$ cat src/rtl/core/rus_pkg.sv
// ----------------------------------------------------------------------------
// rus_pkg
// Shared widths, register indexes, reset values and types for the ultrasonic
// range sequencer.
// ----------------------------------------------------------------------------
package rus_pkg;

    localparam int TIME_BITS = 32;
    localparam int ECHO_BITS = 16;
    localparam int DIST_BITS = 10;
    localparam int QUOT_BITS = 11;           // floor((10*65535+294)/588) = 1115

    localparam int PERIOD_BITS  = 16;
    localparam int TIMEOUT_BITS = 8;
    localparam int MAXECHO_BITS = 16;
    localparam int MAXDIST_BITS = 9;
    localparam int CFG_DATA_BITS = 16;
    localparam int CFG_IDX_BITS  = 2;

    // register indexes
    localparam logic [CFG_IDX_BITS-1:0] REG_PERIOD  = 2'd0;
    localparam logic [CFG_IDX_BITS-1:0] REG_TIMEOUT = 2'd1;
    localparam logic [CFG_IDX_BITS-1:0] REG_MAXECHO = 2'd2;
    localparam logic [CFG_IDX_BITS-1:0] REG_MAXDIST = 2'd3;

    localparam logic [PERIOD_BITS-1:0]  RST_PERIOD  = 16'd60;
    localparam logic [TIMEOUT_BITS-1:0] RST_TIMEOUT = 8'd30;
    localparam logic [MAXECHO_BITS-1:0] RST_MAXECHO = 16'd30000;
    localparam logic [MAXDIST_BITS-1:0] RST_MAXDIST = 9'd400;

    // distance = (10*us + 294) / 588, done as multiply by 2^30/588 rounded up.
    // Exact for numerators below 2^20 since 272 * 2^20 < 2^30.
    localparam int NUM_BITS    = 20;
    localparam int RECIP_BITS  = 21;
    localparam int RECIP_SHIFT = 30;
    localparam logic [RECIP_BITS-1:0] RECIP_MUL  = 21'd1826092;
    localparam logic [NUM_BITS-1:0]   ROUND_BIAS = 20'd294;

    localparam logic signed [DIST_BITS-1:0] DIST_INVALID = -10'sd1;

    typedef struct packed {
        logic [PERIOD_BITS-1:0]  trig_period;
        logic [TIMEOUT_BITS-1:0] timeout_ms;
        logic [MAXECHO_BITS-1:0] max_echo_us;
        logic [MAXDIST_BITS-1:0] max_dist_cm;
    } t_cfg;

endpackage

$ cat src/rtl/core/rus_cfg_regs.sv
// ----------------------------------------------------------------------------
// rus_cfg_regs
// Configuration register file, write only, masked to each register width.
// ----------------------------------------------------------------------------
module rus_cfg_regs (
    input  logic                              i_clk,
    input  logic                              i_rst_n,
    input  logic                              i_cfg_we,
    input  logic [rus_pkg::CFG_IDX_BITS-1:0]  i_cfg_idx,
    input  logic [rus_pkg::CFG_DATA_BITS-1:0] i_cfg_data,
    output rus_pkg::t_cfg                     o_cfg
);
    import rus_pkg::*;

    t_cfg r_cfg;

    always_ff @(posedge i_clk) begin
        if (!i_rst_n) begin
            r_cfg.trig_period <= RST_PERIOD;
            r_cfg.timeout_ms  <= RST_TIMEOUT;
            r_cfg.max_echo_us <= RST_MAXECHO;
            r_cfg.max_dist_cm <= RST_MAXDIST;
        end else if (i_cfg_we) begin
            case (i_cfg_idx)
                REG_PERIOD:  r_cfg.trig_period <= i_cfg_data[PERIOD_BITS-1:0];
                REG_TIMEOUT: r_cfg.timeout_ms  <= i_cfg_data[TIMEOUT_BITS-1:0];
                REG_MAXECHO: r_cfg.max_echo_us <= i_cfg_data[MAXECHO_BITS-1:0];
                REG_MAXDIST: r_cfg.max_dist_cm <= i_cfg_data[MAXDIST_BITS-1:0];
                default: ;
            endcase
        end
    end

    assign o_cfg = r_cfg;

endmodule

$ cat src/rtl/core/rus_core.sv
// ----------------------------------------------------------------------------
// rus_core
// Ranging state: ms timer, trigger scheduling, echo capture and distance
// evaluation. One item is applied per enabled cycle.
// ----------------------------------------------------------------------------
module rus_core (
    input  logic                                 i_clk,
    input  logic                                 i_rst_n,
    input  logic                                 i_en,
    input  logic                                 i_req_type,
    input  logic [rus_pkg::ECHO_BITS-1:0]        i_echo_us,
    input  rus_pkg::t_cfg                        i_cfg,
    output logic                                 o_fire,
    output logic signed [rus_pkg::DIST_BITS-1:0] o_dist
);
    import rus_pkg::*;

    logic [TIME_BITS-1:0]        r_ms_cnt;
    logic [TIME_BITS-1:0]        r_trig_ms;     // last trigger time
    logic                        r_awaiting;
    logic                        r_pending;
    logic [ECHO_BITS-1:0]        r_echo_width;
    logic [QUOT_BITS-1:0]        r_echo_quot;   // width already scaled to cm
    logic signed [DIST_BITS-1:0] r_dist;

    logic [TIME_BITS-1:0]            n_ms_cnt;
    logic [TIME_BITS-1:0]            elapsed;
    logic                            fire;
    logic                            timed_out;
    logic                            echo_bad;
    logic [NUM_BITS-1:0]             num;
    logic [NUM_BITS+RECIP_BITS-1:0]  prod;
    logic signed [DIST_BITS-1:0]     eval_dist;
    logic signed [DIST_BITS-1:0]     n_dist;

    assign n_ms_cnt  = r_ms_cnt + TIME_BITS'(1);
    assign elapsed   = n_ms_cnt - r_trig_ms;
    assign fire      = !i_req_type && (elapsed >= TIME_BITS'(i_cfg.trig_period));
    assign timed_out = r_awaiting && (elapsed > TIME_BITS'(i_cfg.timeout_ms));

    // 10*us + 294 as shift-add, then reciprocal multiply
    assign num  = (NUM_BITS'(i_echo_us) << 3) + (NUM_BITS'(i_echo_us) << 1) + ROUND_BIAS;
    assign prod = (NUM_BITS+RECIP_BITS)'(num) * (NUM_BITS+RECIP_BITS)'(RECIP_MUL);

    assign echo_bad = (r_echo_width == '0)
                   || (r_echo_width > i_cfg.max_echo_us)
                   || (r_echo_quot > QUOT_BITS'(i_cfg.max_dist_cm));
    assign eval_dist = echo_bad ? DIST_INVALID : DIST_BITS'(r_echo_quot);

    always_comb begin
        n_dist = r_dist;
        if (!i_req_type && !fire) begin
            if (r_pending) begin
                n_dist = eval_dist;
            end else if (timed_out) begin
                n_dist = DIST_INVALID;
            end
        end
    end

    always_ff @(posedge i_clk) begin
        if (!i_rst_n) begin
            r_ms_cnt   <= '0;
            r_trig_ms  <= '0;
            r_awaiting <= 1'b0;
            r_pending  <= 1'b0;
            r_dist     <= DIST_INVALID;
        end else if (i_en) begin
            r_dist <= n_dist;
            if (!i_req_type) begin
                r_ms_cnt <= n_ms_cnt;
                if (fire) begin
                    r_trig_ms  <= n_ms_cnt;
                    r_pending  <= 1'b0;
                    r_awaiting <= 1'b1;
                end else if (r_pending) begin
                    r_pending <= 1'b0;
                end else if (timed_out) begin
                    r_awaiting <= 1'b0;
                end
            end else begin
                r_pending  <= 1'b1;
                r_awaiting <= 1'b0;
            end
        end
    end

    always_ff @(posedge i_clk) begin
        if (i_en && i_req_type) begin
            r_echo_width <= i_echo_us;
            r_echo_quot  <= prod[RECIP_SHIFT +: QUOT_BITS];
        end
    end

    assign o_fire = fire;
    assign o_dist = n_dist;

endmodule

$ cat src/rtl/core/rus_out_stage.sv
// ----------------------------------------------------------------------------
// rus_out_stage
// Result register on the master side; loads whenever empty or being drained.
// ----------------------------------------------------------------------------
module rus_out_stage (
    input  logic                                 i_clk,
    input  logic                                 i_rst_n,
    input  logic                                 i_load,
    input  logic                                 i_fire,
    input  logic signed [rus_pkg::DIST_BITS-1:0] i_dist,
    input  logic                                 i_ready,
    output logic                                 o_space,
    output logic                                 o_valid,
    output logic                                 o_fire,
    output logic signed [rus_pkg::DIST_BITS-1:0] o_dist
);
    import rus_pkg::*;

    logic                        r_valid;
    logic                        r_fire;
    logic signed [DIST_BITS-1:0] r_dist;

    assign o_space = !r_valid || i_ready;

    always_ff @(posedge i_clk) begin
        if (!i_rst_n) begin
            r_valid <= 1'b0;
        end else if (o_space) begin
            r_valid <= i_load;
        end
    end

    always_ff @(posedge i_clk) begin
        if (i_load) begin
            r_fire <= i_fire;
            r_dist <= i_dist;
        end
    end

    assign o_valid = r_valid;
    assign o_fire  = r_fire;
    assign o_dist  = r_dist;

endmodule

$ cat src/rtl/core/ultrasonic_range_sequencer_top.sv
// Ultrasonic range sequencer. Items arrive on the slave stream: tuser 0 is a
// one millisecond tick, tuser 1 carries a captured echo width in us on tdata.
// Every item gives exactly one result: tuser is the trigger request (ask the
// pin logic for a 12 us pulse), tdata the latest distance in cm, -1 when the
// echo was empty, too long, out of range or missed. A new distance shows on
// the tick after the echo unless that tick fires, which drops it. One item
// per clock unless stalled, via an input register, then a result register
// freed as it drains (input and output overlap). Configuration is written
// via a plain write port, by users only while no item is in flight; unchecked.
// ----------------------------------------------------------------------------
// ultrasonic_range_sequencer_top
// Input register, ranging core, result register and configuration registers.
// ----------------------------------------------------------------------------
module ultrasonic_range_sequencer_top (
    input  logic                              i_clk,
    input  logic                              i_rst_n,
    input  logic                              s_axis_tvalid,
    output logic                              s_axis_tready,
    input  logic [15:0]                       s_axis_tdata,  // [15:0] echo_us
    input  logic [0:0]                        s_axis_tuser,  // [0] req_type
    output logic                              m_axis_tvalid,
    input  logic                              m_axis_tready,
    output logic [15:0]                       m_axis_tdata,  // [9:0] distance_cm, zero pad
    output logic [0:0]                        m_axis_tuser,  // [0] trigger_fire
    input  logic                              i_cfg_we,
    input  logic [rus_pkg::CFG_IDX_BITS-1:0]  i_cfg_idx,
    input  logic [rus_pkg::CFG_DATA_BITS-1:0] i_cfg_data
);
    import rus_pkg::*;

    t_cfg cfg;

    logic                 r_in_valid;
    logic                 r_in_type;
    logic [ECHO_BITS-1:0] r_in_echo;

    logic                        adv;
    logic                        out_space;
    logic                        core_fire;
    logic signed [DIST_BITS-1:0] core_dist;
    logic signed [DIST_BITS-1:0] out_dist;

    rus_cfg_regs u_cfg (
        .i_clk      (i_clk),
        .i_rst_n    (i_rst_n),
        .i_cfg_we   (i_cfg_we),
        .i_cfg_idx  (i_cfg_idx),
        .i_cfg_data (i_cfg_data),
        .o_cfg      (cfg)
    );

    assign adv           = r_in_valid && out_space;
    assign s_axis_tready = !r_in_valid || out_space;

    always_ff @(posedge i_clk) begin
        if (!i_rst_n) begin
            r_in_valid <= 1'b0;
        end else if (s_axis_tready) begin
            r_in_valid <= s_axis_tvalid;
        end
    end

    always_ff @(posedge i_clk) begin
        if (s_axis_tvalid && s_axis_tready) begin
            r_in_type <= s_axis_tuser[0];
            r_in_echo <= s_axis_tdata;
        end
    end

    rus_core u_core (
        .i_clk      (i_clk),
        .i_rst_n    (i_rst_n),
        .i_en       (adv),
        .i_req_type (r_in_type),
        .i_echo_us  (r_in_echo),
        .i_cfg      (cfg),
        .o_fire     (core_fire),
        .o_dist     (core_dist)
    );

    rus_out_stage u_out (
        .i_clk   (i_clk),
        .i_rst_n (i_rst_n),
        .i_load  (adv),
        .i_fire  (core_fire),
        .i_dist  (core_dist),
        .i_ready (m_axis_tready),
        .o_space (out_space),
        .o_valid (m_axis_tvalid),
        .o_fire  (m_axis_tuser[0]),
        .o_dist  (out_dist)
    );

    assign m_axis_tdata = {6'd0, out_dist};

    // echo items never request a trigger
    a_no_fire_on_echo: assert property (@(posedge i_clk) disable iff (!i_rst_n)
        (adv && r_in_type) |-> !core_fire)
        else $error("trigger requested on echo item");

    // distance is either a valid 9-bit value or -1
    a_dist_range: assert property (@(posedge i_clk) disable iff (!i_rst_n)
        m_axis_tvalid |-> (!m_axis_tdata[9] || m_axis_tdata[9:0] == 10'h3FF))
        else $error("distance out of range");

    // an empty result register never blocks the input side
    a_no_false_stall: assert property (@(posedge i_clk) disable iff (!i_rst_n)
        !m_axis_tvalid |-> s_axis_tready)
        else $error("input stalled with empty result register");

    // an advanced item always produces a result next cycle
    a_adv_result: assert property (@(posedge i_clk) disable iff (!i_rst_n)
        adv |=> m_axis_tvalid)
        else $error("result lost");

endmodule

$ cat config.mk
export PLATFORM = sky130hd
export DESIGN_NAME = ultrasonic_range_sequencer_top
export DESIGN_NICKNAME = d
export VERILOG_FILES = /design/src/rtl/core/rus_pkg.sv /design/src/rtl/core/rus_cfg_regs.sv /design/src/rtl/core/rus_core.sv /design/src/rtl/core/rus_out_stage.sv /design/src/rtl/core/ultrasonic_range_sequencer_top.sv
export SDC_FILE = /design/constraint.sdc
export NUM_CORES = 1
export LEC_CHECK = 0
export ABC_AREA = 1
export BUFFER_PORTS_ARGS = -buffer_cell sky130_fd_sc_hd__buf_2
export CAP_MARGIN = 10
export CORE_ASPECT_RATIO = 0.5
export CORE_MARGIN = 2
export CORE_UTILIZATION = 40
export DETAILED_ROUTE_END_ITERATION = 16
export GPL_ROUTABILITY_DRIVEN = 0
export PLACE_DENSITY_LB_ADDON = 0.3
export REMOVE_ABC_BUFFERS = 1
export SYNTH_ARGS = -nofsm -noshare
export SYNTH_HDL_FRONTEND = slang
export SYNTH_SLANG_ARGS = --single-unit
export TNS_END_PERCENT = 20
$ cat constraint.sdc
create_clock -name i_clk -period 19.45 [get_ports i_clk]
set_clock_uncertainty 0.15 [all_clocks]
set_input_delay 1.945 -clock i_clk [delete_from_list [all_inputs] [get_ports i_clk]]
set_output_delay 1.945 -clock i_clk [all_outputs]
set_load 0.02 [all_outputs]
**Word-level counts from Yosys, hierarchy flattened**

Index checks and enable logic that the tools add are counted.
W data, S select, Z words.

- Bits in registers: 182
- Bits in latches: 0
- RAM bits: 0
- Memory bits (read-only): 0
- Input port bits: 40
- Output and inout port bits: 19
- Memories kept: 0

- Add/subtract/negate cells: 4
- $mul: 1
- Div/mod/pow operators: 0
- Order comparisons: 4
- Equality and inequality tests: 4
- Shift-type cells: 0
- Mux-type cells: 9
- Bitwise logic cells: 1
- Reductions and logical operators: 24

Operators with widths:

| cell | count |
|---|---|
| $mux W10 | 4 |
| $mul A20 B19 Y39 const B | 1 |
| $add A32 B1 Y32 const B | 1 |
| $ge A32 B16 Y1 | 1 |
| $gt A32 B8 Y1 | 1 |
| $sub A32 B32 Y32 | 1 |
| $add A19 B17 Y20 | 1 |
| $add A20 B9 Y20 const B | 1 |
| $gt A16 B16 Y1 | 1 |
| $logic_not A16 Y1 | 1 |
| $gt A11 B9 Y1 | 1 |
| $reduce_and A2 Y1 | 5 |
| $logic_and A1 B1 Y1 | 6 |
| $reduce_and A3 Y1 | 2 |
| $mux W1 | 5 |
| $eq A2 B2 Y1 const B | 2 |
| $logic_not A1 Y1 | 4 |
| $logic_or A1 B1 Y1 | 4 |
| $ne A3 B3 Y1 const B | 1 |
| $reduce_bool A3 Y1 | 1 |
| $eq A2 B1 Y1 const B | 1 |
| $logic_not A2 Y1 | 1 |
| $not A1 Y1 | 1 |

**Logic depth before layout (Yosys ltp)**

Gate-level depths: netlist of the first run.

- Word-level depth: 8
- Depth in mapped cells: 39

**Hierarchy**

A second synthesis of the first run with hierarchy kept.

- Cell total of the unflattened synthesis: 2611
- Area, all modules: 19862.8 µm²

By module, submodules not included:

| module | times used | cells each | area an instance (µm²) | seq. area each (µm²) |
|---|---|---|---|---|
| rus_core | 1 | 2277 | 16868.7 | 2332.2 |
| rus_cfg_regs | 1 | 284 | 1999.4 | 980.9 |
| ultrasonic_range_sequencer_top | 1 | 33 | 618.1 | 530.5 |
| rus_out_stage | 1 | 17 | 376.6 | 350.3 |

**Worst setup path after synthesis of the first run**

OpenSTA, ideal clock, no wires.

- Path kind: reg2reg
- Start point: register r_in_echo[0]
- End point: register u_core.r_echo_quot[9], data pin
- Arrival: 7.075 ns
- Required time: 19.038 ns
- Path slack: 11.962 ns
- Stages on the path, launching flop included: 31
- Buffers on the path: 0
- Period minus slack after synthesis: 7.488 ns
- Cells stage by stage: edfxtp_1 > ha_1 > fa_1 > a21oi_1 > nor2_1 > nor2_1 > o31ai_2 > a21oi_1 > o21bai_2 > nand3_1 > nand2_1 > xnor2_1 > inv_1 > ha_1 > inv_1 > fa_1 > fa_1 > inv_1 > fa_1 > fa_1 > inv_1 > fa_1 > inv_1 > ha_1 > nand2_1 > nor3_1 > nand2_1 > o21ai_0 > nand2_1 > a21oi_1 > xor2_1

- Cells in the longest elaborated chain, start to end: 3

RTL lines:

| item | line | RTL |
|---|---|---|
| start: declaration | ultrasonic_range_sequencer_top.sv:35 | `logic [ECHO_BITS-1:0] r_in_echo;` |
| start signal: assignment | ultrasonic_range_sequencer_top.sv:66 | `r_in_echo <= s_axis_tdata;` |
| $add A19 B17 Y20 | rus_core.sv:42 | `assign num = (NUM_BITS'(i_echo_us) << 3) + (NUM_BITS'(i_echo_us) << 1) + ROUND_BIAS;` |
| $add A20 B9 Y20 | rus_core.sv:42 |  |
| $mul A20 B19 Y39 | rus_core.sv:43 | `assign prod = (NUM_BITS+RECIP_BITS)'(num) * (NUM_BITS+RECIP_BITS)'(RECIP_MUL);` |
| net u_core.prod[39] | rus_core.sv:32 | `logic [NUM_BITS+RECIP_BITS-1:0] prod;` |
| end signal: assignment | rus_core.sv:91 | `r_echo_quot <= prod[RECIP_SHIFT +: QUOT_BITS];` |
| end: declaration | rus_core.sv:23 | `logic [QUOT_BITS-1:0] r_echo_quot;` |

The timed path passes the listed nets, and every way through them passes these cells.
A chain may end at the register's enable or synchronous reset.

**Worst setup path in the final report of the first run**

Ends and elaborated chain as after synthesis.

==> impl_results.html, run 1 <==
<table>
<tr><th>Metric</th><th>Value</th></tr>
<tr><th colspan="2">Drt</th></tr>
<tr><td>Count of nets left with antenna violations after detail routing</td><td>0</td></tr>
<tr><td>DRC violation total after the first TritonRoute iteration</td><td>992</td></tr>
<tr><td>Vias</td><td>15600</td></tr>
<tr><td>Detailed-route wire length per cell</td><td>15.3 um</td></tr>
<tr><td>Drc violations</td><td>0</td></tr>
<tr><td>Vias per cell</td><td>4.88</td></tr>
<tr><td>First-pass detailed-route iteration total</td><td>5</td></tr>
<tr><td>Final wirelength</td><td>48800 um</td></tr>
<tr><th colspan="2">Global route</th></tr>
<tr><td>Total congestion overflow</td><td>0</td></tr>
<tr><td>Number of antenna violations at the first check in global routing</td><td>0</td></tr>
<tr><td>Via count of the first global-routing pass</td><td>15600</td></tr>
<tr><td>Global-route wire length before repair</td><td>79800 um</td></tr>
<tr><td>GRT Util Overall</td><td>0.199</td></tr>
<tr><td>Pin count of the biggest net entering global routing</td><td>58</td></tr>
<tr><th colspan="2">Critical path</th></tr>
<tr><td>Startpoint-to-endpoint class of the critical path</td><td>flip-flop to flip-flop</td></tr>
<tr><td>Kind of start point of the critical path</td><td>flip-flop</td></tr>
<tr><td>R2r endpoint</td><td>u_core.r_echo_quot[9]</td></tr>
<tr><td>Reg2Reg Depth</td><td>30</td></tr>
<tr><td>Most used cell along the critical path</td><td>sky130_fd_sc_hd__fa_1</td></tr>
<tr><td>CP startpoint</td><td>r_in_echo[0]</td></tr>
<tr><td>Critical path capture point type</td><td>flip-flop</td></tr>
<tr><td>Slowest stage cell, crit path</td><td>sky130_fd_sc_hd__xnor2_1</td></tr>
<tr><td>Capturing instance or port of the critical path</td><td>u_core.r_echo_quot[9]</td></tr>
<tr><td>Largest fanout on the critical path</td><td>7</td></tr>
<tr><td>Worst reg-to-reg setup slack</td><td>11.13 ns</td></tr>
<tr><td>Critical path's largest stage delay</td><td>0.64 ns</td></tr>
<tr><td>Critical path arrival</td><td>8.36 ns</td></tr>
<tr><td>CP Data Required Time</td><td>19.50 ns</td></tr>
<tr><td>Launch instance of the worst register-to-register path</td><td>r_in_echo[0]</td></tr>
<tr><th colspan="2">Floorplanning</th></tr>
<tr><td>Starting Density</td><td>0.409</td></tr>
<tr><td>Count of standard-cell rows</td><td>56</td></tr>
<tr><td>Core footprint</td><td>0.0473 sq mm</td></tr>
<tr><td>Number of ports placed on the die boundary</td><td>59</td></tr>
<tr><td>Die X-Extent</td><td>315 um</td></tr>
<tr><td>Area of the die</td><td>0.0502 sq mm</td></tr>
<tr><td>Die H</td><td>160 um</td></tr>
<tr><th colspan="2">Hold path</th></tr>
<tr><td>Worst Hold Class</td><td>flip-flop to flip-flop</td></tr>
<tr><td>Hold Path Depth</td><td>2</td></tr>
<tr><th colspan="2">STA</th></tr>
<tr><td>Time the final worst path needs with I/O delays and setup</td><td>8.32 ns</td></tr>
<tr><td>Setup TNS Final</td><td>0 ns</td></tr>
<tr><td>Slew Limit Headroom</td><td>0.325</td></tr>
<tr><td>Final hold violations</td><td>0</td></tr>
<tr><td>Period utilisation layout</td><td>0.428</td></tr>
<tr><td>Highest clock rate</td><td>120 MHz</td></tr>
<tr><td>Final critical-path setup slack</td><td>11.13 ns</td></tr>
<tr><td>Unrepaired setup endpoints after global routing</td><td>no</td></tr>
<tr><td>Number of failing setup endpoints in the final timing report</td><td>0</td></tr>
<tr><td>Number of slew-limit violations in the final report</td><td>0</td></tr>
<tr><td>Transition time of the tightest slew-check pin</td><td>1.01 ns</td></tr>
<tr><th colspan="2">Logic synthesis</th></tr>
<tr><td>Top cell types by occurrence after synthesis</td><td>sky130_fd_sc_hd__inv_1, sky130_fd_sc_hd__nand2_1, sky130_fd_sc_hd__ha_1</td></tr>
<tr><td>Most numerous cell in the Yosys netlist</td><td>sky130_fd_sc_hd__inv_1</td></tr>
<tr><td>Register area share after synthesis</td><td>0.217</td></tr>
<tr><td>Cell variety after synth</td><td>58</td></tr>
<tr><td>Synth top area cells</td><td>sky130_fd_sc_hd__fa_1, sky130_fd_sc_hd__ha_1, sky130_fd_sc_hd__dfxtp_1</td></tr>
<tr><td>YS warnings</td><td>0</td></tr>
<tr><td>Synth Area per Inst</td><td>7.76 sq um</td></tr>
<tr><td>Flip-flop and latch count after synthesis</td><td>182</td></tr>
<tr><td>Predominant post-synthesis flop cell</td><td>sky130_fd_sc_hd__dfxtp_1</td></tr>
<tr><td>Portion of synthesized cell area occupied by the leading cell type</td><td>0.171</td></tr>
<tr><td>Number of enable-type register cells in the synthesized netlist</td><td>55</td></tr>
<tr><td>Proportion of register bits with asynchronous set or reset after synthesis</td><td>0</td></tr>
<tr><td>Post-synthesis cell type with the largest combined area</td><td>sky130_fd_sc_hd__fa_1</td></tr>
<tr><td>Cell area after synthesis</td><td>0.0193 sq mm</td></tr>
<tr><td>Post-synthesis instance total</td><td>2493</td></tr>
<tr><th colspan="2">Clock network</th></tr>
<tr><td>Sink Count</td><td>182</td></tr>
<tr><td>Hold-fix buffer count after cts</td><td>0</td></tr>
<tr><td>Cts bufs inserted</td><td>17</td></tr>
<tr><td>TritonCTS clock tree</td><td>yes</td></tr>
<tr><td>Number of buffers on the longest clock path</td><td>2</td></tr>
<tr><td>Number of resized instances in the post-cts repair step</td><td>0</td></tr>
<tr><td>H-tree depth</td><td>4</td></tr>
<tr><td>Clock-pin slew of the registers on the worst-case setup and hold paths</td><td>0.07 ns</td></tr>
<tr><td>Cell at the root of the clock tree</td><td>sky130_fd_sc_hd__clkbuf_16</td></tr>
<tr><td>Buffers inserted during post-CTS setup optimization</td><td>0</td></tr>
<tr><td>Clock latency of the later-clocked register in the worst-skew pair</td><td>0.45 ns</td></tr>
<tr><th colspan="2">Final layout</th></tr>
<tr><td>Proportion of layout cells with a drive suffix above 1</td><td>0.0521</td></tr>
<tr><td>Non-Filler Instances</td><td>3192</td></tr>
<tr><td>Layout-stage area growth over the synthesis result</td><td>7.92%</td></tr>
<tr><td>Final core occ</td><td>0.441</td></tr>
<tr><td>Number of fill cells in the layout</td><td>4738</td></tr>
<tr><td>ANT cells</td><td>0</td></tr>
<tr><td>Net count of the finished layout</td><td>3010</td></tr>
<tr><th colspan="2">Placed design</th></tr>
<tr><td>Count of input and output buffers</td><td>52</td></tr>
<tr><td>Total half-perimeter wirelength after legalization and detailed placement</td><td>40900 um</td></tr>
<tr><td>Placed cell count</td><td>3160</td></tr>
<tr><td>Worst slack after detailed placement</td><td>11.13 ns</td></tr>
<tr><th colspan="2">Job</th></tr>
<tr><td>Total of max-cap violations</td><td>0</td></tr>
<tr><th colspan="2">Status</th></tr>
<tr><td>Outcome</td><td>finished, final reports clean</td></tr>
</table>
[layer usage]
metal / GRT usage / vias to the layer above / part of all wire
met1: 0.260 / 7281 / 0.45
met3: 0.0228 / 64 / 0.041
met4: 0.0509 / 0 / 0.019
li1: - / 7905 / -
met5: 0 / - / 0
met2: 0.350 / 315 / 0.49
[flip-flops by register name, indices dropped and copies added (netlist names)]
register and cells:
r_in_type 1, r_in_echo 16, u_core.r_ms_cnt 32, u_core.r_trig_ms 32
u_core.r_pending 1, r_in_valid 1, u_out.o_dist 10, u_core.r_dist 10
u_core.r_echo_width 16, u_core.r_echo_quot 11, u_out.o_fire 1, u_cfg.o_cfg 49
u_out.o_valid 1, u_core.r_awaiting 1
[layout by cell type (no fill, tap or decap), types with 4 or more instances in the layout]
cell type                   count
sky130_fd_sc_hd__buf_2         52
sky130_fd_sc_hd__a31oi_1        4
sky130_fd_sc_hd__nand2_1      448
sky130_fd_sc_hd__inv_1        629
sky130_fd_sc_hd__nand3b_1       7
sky130_fd_sc_hd__ha_1         264
sky130_fd_sc_hd__conb_1         6
sky130_fd_sc_hd__dfxtp_1      127
sky130_fd_sc_hd__o22ai_1       14
sky130_fd_sc_hd__nand3_1      101
sky130_fd_sc_hd__nand2_2        7
sky130_fd_sc_hd__nor4_1         9
sky130_fd_sc_hd__o21bai_1       4
sky130_fd_sc_hd__nor2_1       140
sky130_fd_sc_hd__o21ai_1       25
sky130_fd_sc_hd__fa_1         165
sky130_fd_sc_hd__nor3_1        22
sky130_fd_sc_hd__a21o_1         6
sky130_fd_sc_hd__or2_2          4
sky130_fd_sc_hd__buf_4          7
sky130_fd_sc_hd__a211oi_1       6
sky130_fd_sc_hd__o21ai_0       93
sky130_fd_sc_hd__o211ai_1      18
sky130_fd_sc_hd__xor2_1        63
sky130_fd_sc_hd__inv_2          8
sky130_fd_sc_hd__clkbuf_16     18
sky130_fd_sc_hd__edfxtp_1      55
sky130_fd_sc_hd__a21oi_1      161
sky130_fd_sc_hd__xnor2_1        9
sky130_fd_sc_hd__nand4_1       29
[critical path: cells and delay by family, from the launching register on]
family                     cells  cell delay (ns)
AOI/OAI and AO/OA              6             1.05
xor gates and xnor gates       2             0.72
adders and majority gates      9             4.05
buffers and inverters          5             0.59
DFF                            1             0.49
and+or+nand+nor                8             1.00
[metrics by stage]
stage	instance area, sq um	hold WS (ns)
after global placement	20300	0.296
after floorplan	19200	0.285
after CTS	20900	0.315
final	20900	0.311
after detailed placement	20300	0.305
after global routing	20900	0.333
[kinds of logic after synthesis]
group	share of synthesized area
buffers and inverters	0.133
adders and majority gates	0.342
AOI/OAI and AO/OA	0.0997
xor gates and xnor gates	0.0334
and+or+nand+nor	0.175
other	0.000194
DFF	0.217
[how the worst min path moves through the flow]
| stage | start | slack [ns] | to |
|---|---|---|---|
| finish | u_core.r_trig_ms[11] | 0.31 | u_core.r_trig_ms[11] |
| detailed placement | u_core.r_dist[2] | 0.31 | u_core.r_dist[2] |
| global placement | u_core.r_trig_ms[2] | 0.30 | u_core.r_trig_ms[2] |
| global route | u_core.r_trig_ms[8] | 0.33 | u_core.r_trig_ms[8] |
| floorplan | u_cfg.o_cfg[10] | 0.28 | u_cfg.o_cfg[10] |
| CTS | u_core.r_trig_ms[29] | 0.32 | u_core.r_trig_ms[29] |
[layout make-up]
class / instances / area, sq um / share of cell area
well taps: 638 / 798 / 0.0382
flip-flops and latches: 182 / 4190 / 0.201
multi-input cells: 1643 / 12600 / 0.604
clock buffers: 21 / 462 / 0.0221
inverters: 638 / 2390 / 0.115
repair buffers: 59 / 313 / 0.0150
clock inverters: 11 / 114 / 0.00545
Power of run 1 is left out: the tool's default activity adds up to more than one toggle a clock period on the data nets, which glitch-free logic cannot reach.
==> inputs of run 2 (changes only) <==
--- a/config.mk
+++ b/config.mk
@@ -5,7 +5,7 @@
 export SDC_FILE = /design/constraint.sdc
 export NUM_CORES = 1
 export LEC_CHECK = 0
-export ABC_AREA = 1
+export ABC_AREA = 0
 export BUFFER_PORTS_ARGS = -buffer_cell sky130_fd_sc_hd__buf_2
 export CAP_MARGIN = 10
 export CORE_ASPECT_RATIO = 0.5
==> constraint.sdc (replaced) <==
create_clock -name i_clk -period 8.7 [get_ports i_clk]
set_clock_uncertainty 0.15 [all_clocks]
set_input_delay 0.87 -clock i_clk [delete_from_list [all_inputs] [get_ports i_clk]]
set_output_delay 0.87 -clock i_clk [all_outputs]
set_load 0.02 [all_outputs]
==> run 2 against run 1 <==
  * Core utilization increased by 0.24 points
  * First-iteration DRC count down 25%
  * Fmax increased by 1.0%
  * Sequential cell count stayed put
  * Worst setup slack worse by 11 ns
  * Die area shrank 3.9%
  * Via count fell by 12%
  * Global-route usage is 1.0 points lower
  * Sequential share of layout area grew 0.68 points
  * Final area down 3.3%
  * Final cell count shrank 16%
  * Synthesized cell count decreased by 19%
  * Critical endpoint is now u_core.r_echo_quot[7]
  * Highest routed layer unchanged
==> impl_results.html, run 2 <==
<table>
<tr><th>Metric</th><th>Value</th></tr>
<tr><th colspan="2">Floorplanning</th></tr>
<tr><td>Area of the die</td><td>0.0483 sq mm (-3.9%)</td></tr>
<tr><td>Die H</td><td>156 um (-2.0%)</td></tr>
<tr><td>Number of ports placed on the die boundary</td><td>59 (unchanged)</td></tr>
<tr><td>Starting Density</td><td>0.408 (-0.000687)</td></tr>
<tr><td>Die X-Extent</td><td>309 um (-2.0%)</td></tr>
<tr><td>Core footprint</td><td>0.0455 sq mm (-3.8%)</td></tr>
<tr><td>Count of standard-cell rows</td><td>55 (-1.8%)</td></tr>
<tr><th colspan="2">STA</th></tr>
<tr><td>Slew Limit Headroom</td><td>0.169 (-0.156)</td></tr>
<tr><td>Setup TNS Final</td><td>0 ns (unchanged)</td></tr>
<tr><td>Transition time of the tightest slew-check pin</td><td>1.24 ns (+0.228 ns)</td></tr>
<tr><td>Time the final worst path needs with I/O delays and setup</td><td>8.23 ns (-0.0862 ns)</td></tr>
<tr><td>Final critical-path setup slack</td><td>0.468 ns (-10.66 ns)</td></tr>
<tr><td>Final hold violations</td><td>0 (unchanged)</td></tr>
<tr><td>Highest clock rate</td><td>121 MHz (+1.0%)</td></tr>
<tr><td>Number of slew-limit violations in the final report</td><td>0 (unchanged)</td></tr>
<tr><td>Number of failing setup endpoints in the final timing report</td><td>0 (unchanged)</td></tr>
<tr><td>Period utilisation layout</td><td>0.946 (+0.519)</td></tr>
<tr><th colspan="2">Logic synthesis</th></tr>
<tr><td>Xor and xnor area share after synthesis</td><td>0.0585 (+0.0251)</td></tr>
<tr><td>Post-synthesis instance total</td><td>2020 (-19%)</td></tr>
<tr><td>Cell area after synthesis</td><td>0.0186 sq mm (-4.0%)</td></tr>
<tr><td>Portion of synthesized cell area occupied by the leading cell type</td><td>0.178 (+0.00709)</td></tr>
<tr><td>Multiplexer fraction of the synthesized cell area</td><td>0.00431 (+0.00431)</td></tr>
<tr><td>Share of the synthesized area in compound gates (AO/OA/AOI/OAI)</td><td>0.145 (+0.0455)</td></tr>
<tr><td>Post-synthesis cell type with the largest combined area</td><td>sky130_fd_sc_hd__fa_1</td></tr>
<tr><td>Flip-flop and latch count after synthesis</td><td>182 (unchanged)</td></tr>
<tr><td>Top cell types by occurrence after synthesis</td><td>sky130_fd_sc_hd__inv_1, sky130_fd_sc_hd__ha_1, sky130_fd_sc_hd__nand2_1</td></tr>
<tr><td>Register area share after synthesis</td><td>0.226 (+0.00900)</td></tr>
<tr><td>Synth top area cells</td><td>sky130_fd_sc_hd__fa_1, sky130_fd_sc_hd__ha_1, sky130_fd_sc_hd__dfxtp_1</td></tr>
<tr><td>Combinational family with the most area after synthesis</td><td>adder cells</td></tr>
<tr><td>Post-Synth Simple-Gate Area</td><td>0.116 (-0.0596)</td></tr>
<tr><td>Share of synthesized cell area in full adder, half adder and majority cells</td><td>0.357 (+0.0152)</td></tr>
<tr><td>Predominant post-synthesis flop cell</td><td>sky130_fd_sc_hd__dfxtp_1</td></tr>
<tr><td>Most numerous cell in the Yosys netlist</td><td>sky130_fd_sc_hd__inv_1</td></tr>
<tr><td>Number of enable-type register cells in the synthesized netlist</td><td>55 (unchanged)</td></tr>
<tr><td>Proportion of register bits with asynchronous set or reset after synthesis</td><td>0 (unchanged)</td></tr>
<tr><td>Cell variety after synth</td><td>75 (+29%)</td></tr>
<tr><td>Synth Area per Inst</td><td>9.20 sq um (+18%)</td></tr>
<tr><td>YS warnings</td><td>0 (unchanged)</td></tr>
<tr><th colspan="2">Drt</th></tr>
<tr><td>Vias</td><td>13700 (-12%)</td></tr>
<tr><td>Vias per cell</td><td>5.07 (+4.0%)</td></tr>
<tr><td>Detailed-route wire length per cell</td><td>16.1 um (+5.4%)</td></tr>
<tr><td>Drc violations</td><td>0 (unchanged)</td></tr>
<tr><td>First-pass detailed-route iteration total</td><td>5 (unchanged)</td></tr>
<tr><td>Wire length on met2</td><td>20200 um (-15%)</td></tr>
<tr><td>DRC violation total after the first TritonRoute iteration</td><td>740 (-25%)</td></tr>
<tr><td>Detailed-route wire length on metal 1</td><td>20800 um (-5.9%)</td></tr>
<tr><td>Max layer used</td><td>met4</td></tr>
<tr><td>Final wirelength</td><td>43500 um (-11%)</td></tr>
<tr><td>Count of nets left with antenna violations after detail routing</td><td>0 (unchanged)</td></tr>
<tr><td>Met3 WL post-DR</td><td>1370 um (-33%)</td></tr>
<tr><th colspan="2">Critical path</th></tr>
<tr><td>Launch instance of the worst register-to-register path</td><td>r_in_echo[2]</td></tr>
<tr><td>Startpoint-to-endpoint class of the critical path</td><td>flip-flop to flip-flop</td></tr>
<tr><td>R2r endpoint</td><td>u_core.r_echo_quot[7]</td></tr>
<tr><td>Kind of start point of the critical path</td><td>flip-flop</td></tr>
<tr><td>Critical path's largest stage delay</td><td>0.62 ns (-0.02 ns)</td></tr>
<tr><td>CP Data Required Time</td><td>8.76 ns (-10.74 ns)</td></tr>
<tr><td>Reg2Reg Depth</td><td>30 (unchanged)</td></tr>
<tr><td>Largest fanout on the critical path</td><td>5 (-2)</td></tr>
<tr><td>Worst reg-to-reg setup slack</td><td>0.47 ns (-10.66 ns)</td></tr>
<tr><td>Most used cell along the critical path</td><td>sky130_fd_sc_hd__ha_1</td></tr>
<tr><td>Slowest stage cell, crit path</td><td>sky130_fd_sc_hd__a21oi_1</td></tr>
<tr><td>Critical path capture point type</td><td>flip-flop</td></tr>
<tr><td>Critical path arrival</td><td>8.29 ns (-0.07 ns)</td></tr>
<tr><th colspan="2">Final layout</th></tr>
<tr><td>ANT cells</td><td>0 (unchanged)</td></tr>
<tr><td>Max FFs per register</td><td>49 (unchanged)</td></tr>
<tr><td>Net count of the finished layout</td><td>2524 (-16%)</td></tr>
<tr><td>Proportion of layout cells with a drive suffix above 1</td><td>0.0633 (+0.0113)</td></tr>
<tr><td>Layout-stage area growth over the synthesis result</td><td>8.70%</td></tr>
<tr><td>Most used cells in the layout excluding fill and tap cells</td><td>sky130_fd_sc_hd__inv_1, sky130_fd_sc_hd__ha_1, sky130_fd_sc_hd__nand2_1, sky130_fd_sc_hd__fa_1, sky130_fd_sc_hd__dfxtp_1</td></tr>
<tr><td>Most common cell after layout, fill and taps aside</td><td>sky130_fd_sc_hd__inv_1</td></tr>
<tr><th colspan="2">Global route</th></tr>
<tr><td>Number of antenna violations at the first check in global routing</td><td>0 (unchanged)</td></tr>
<tr><td>GRT Util Overall</td><td>0.189 (-0.00996)</td></tr>
<tr><td>Via count of the first global-routing pass</td><td>13900 (-11%)</td></tr>
<tr><td>Pin count of the biggest net entering global routing</td><td>79 (+36%)</td></tr>
<tr><td>Total congestion overflow</td><td>0 (unchanged)</td></tr>
<tr><td>Global-route wire length before repair</td><td>72400 um (-9.3%)</td></tr>
<tr><th colspan="2">Clock network</th></tr>
<tr><td>Number of buffers on the longest clock path</td><td>2 (unchanged)</td></tr>
<tr><td>H-tree depth</td><td>4 (unchanged)</td></tr>
<tr><td>Clock-pin slew of the registers on the worst-case setup and hold paths</td><td>0.07 ns (about the same)</td></tr>
<tr><td>Cell at the root of the clock tree</td><td>sky130_fd_sc_hd__clkbuf_16</td></tr>
<tr><td>TritonCTS clock tree</td><td>yes</td></tr>
<tr><td>Cts bufs inserted</td><td>17 (unchanged)</td></tr>
<tr><td>Clock latency of the later-clocked register in the worst-skew pair</td><td>0.46 ns (about the same)</td></tr>
<tr><td>Sink Count</td><td>182 (unchanged)</td></tr>
<tr><th colspan="2">Placed design</th></tr>
<tr><td>Count of input and output buffers</td><td>52 (unchanged)</td></tr>
<tr><td>Total half-perimeter wirelength after legalization and detailed placement</td><td>35900 um (-12%)</td></tr>
<tr><td>Worst slack after detailed placement</td><td>0.0887 ns (-11.04 ns)</td></tr>
<tr><th colspan="2">Job</th></tr>
<tr><td>Total of max-cap violations</td><td>0 (unchanged)</td></tr>
<tr><th colspan="2">Status</th></tr>
<tr><td>Outcome</td><td>finished, final reports clean</td></tr>
<tr><th colspan="2">Hold path</th></tr>
<tr><td>Worst Hold Class</td><td>flip-flop to flip-flop</td></tr>
<tr><td>Hold Path Depth</td><td>2 (unchanged)</td></tr>
<tr><td>Launch point of the worst hold path</td><td>u_cfg.o_cfg[41]</td></tr>
<tr><td>Hold Path Sink</td><td>u_cfg.o_cfg[41]</td></tr>
</table>
run 2: cell types whose count changed in the layout (fill, tap and decap cells not counted), sizes merged, moves of 20 or more:
cell / before / now
a21o: 6 / 34
nand3: 105 / 42
xor2: 64 / 43
xnor2: 9 / 76
a21oi: 162 / 72
and2: 2 / 29
a21boi: 0 / 41
nand2: 456 / 167
inv: 642 / 394
o311a: 0 / 29
nor2: 146 / 57
o21ai: 118 / 80
and3: 0 / 20
run 2: worst max-delay path by stage:
stage | startpoint | endpoint | slack (ns) | cells after the start
2_1_floorplan | u_core.r_ms_cnt[0] | u_out.o_dist[0] | 0.66 | 21
3_3_place_gp | r_in_echo[2] | u_core.r_echo_quot[7] | 0.35 | 31
3_5_place_dp | r_in_echo[2] | u_core.r_echo_quot[7] | 0.09 | 31
4_1_cts | r_in_echo[2] | u_core.r_echo_quot[7] | 0.06 | 31
5_1_grt | r_in_echo[2] | u_core.r_echo_quot[7] | -0.01 | 31
6_report | r_in_echo[2] | u_core.r_echo_quot[7] | 0.47 | 30
run 2: kinds of logic after synthesis:
kind of cell | after synthesis
adders and majority gates | 431
AOI/OAI and AO/OA | 387
DFF | 182
xor gates and xnor gates | 121
and+or+nand+nor | 438
muxes | 8
other | 1
buffers and inverters | 452
run 2: final cells by class:
cell class / instances / area [sq um]
flip-flops and latches: 182 / 4190
clock buffers: 17 / 425
multi-input cells: 1391 / 12700
clock inverters: 15 / 163
fillers: 4330 / 25300
inverters: 388 / 1460
repair buffers: 75 / 435
well taps: 627 / 785
run 2: timing repair:
action                                  in CTS  in global routing
endpoints found under the setup margin       0                 11
gates resized for setup                      0                  7
hold buffers                                 0                  0
buffers inserted                             0                  2
run 2: critical path: cells and delay by family, from the launching register on:
| kind | cells | cell delay, ns |
|---|---|---|
| adders and majority gates | 9 | 3.58 |
| xor gates and xnor gates | 1 | 0.09 |
| buffers and inverters | 5 | 0.42 |
| and+or+nand+nor | 6 | 0.87 |
| DFF | 1 | 0.42 |
| AOI/OAI and AO/OA | 9 | 2.43 |
run 2: layer usage:
metal	GRT usage	up-vias
met5	0	-
met4	0.0609	0
met3	0.0183	59
met2	0.318	226
met1	0.258	6542
li1	-	6843
run 2: per-stage QoR:
| stage | cell area, sq um | utilization | hold slack (ns) | std cells |
|---|---|---|---|---|
| after CTS | 20100 | 0.442 | 0.319 | 2693 |
| after global placement | 19500 | 0.429 | 0.295 | 2661 |
| final | 20200 | 0.444 | 0.315 | 2695 |
| after detailed placement | 19500 | 0.429 | 0.300 | 2661 |
| after global routing | 20200 | 0.444 | 0.341 | 2695 |
| after floorplan | 18300 | - | 0.285 | 1961 |
Power of run 2 is left out for the same reason.
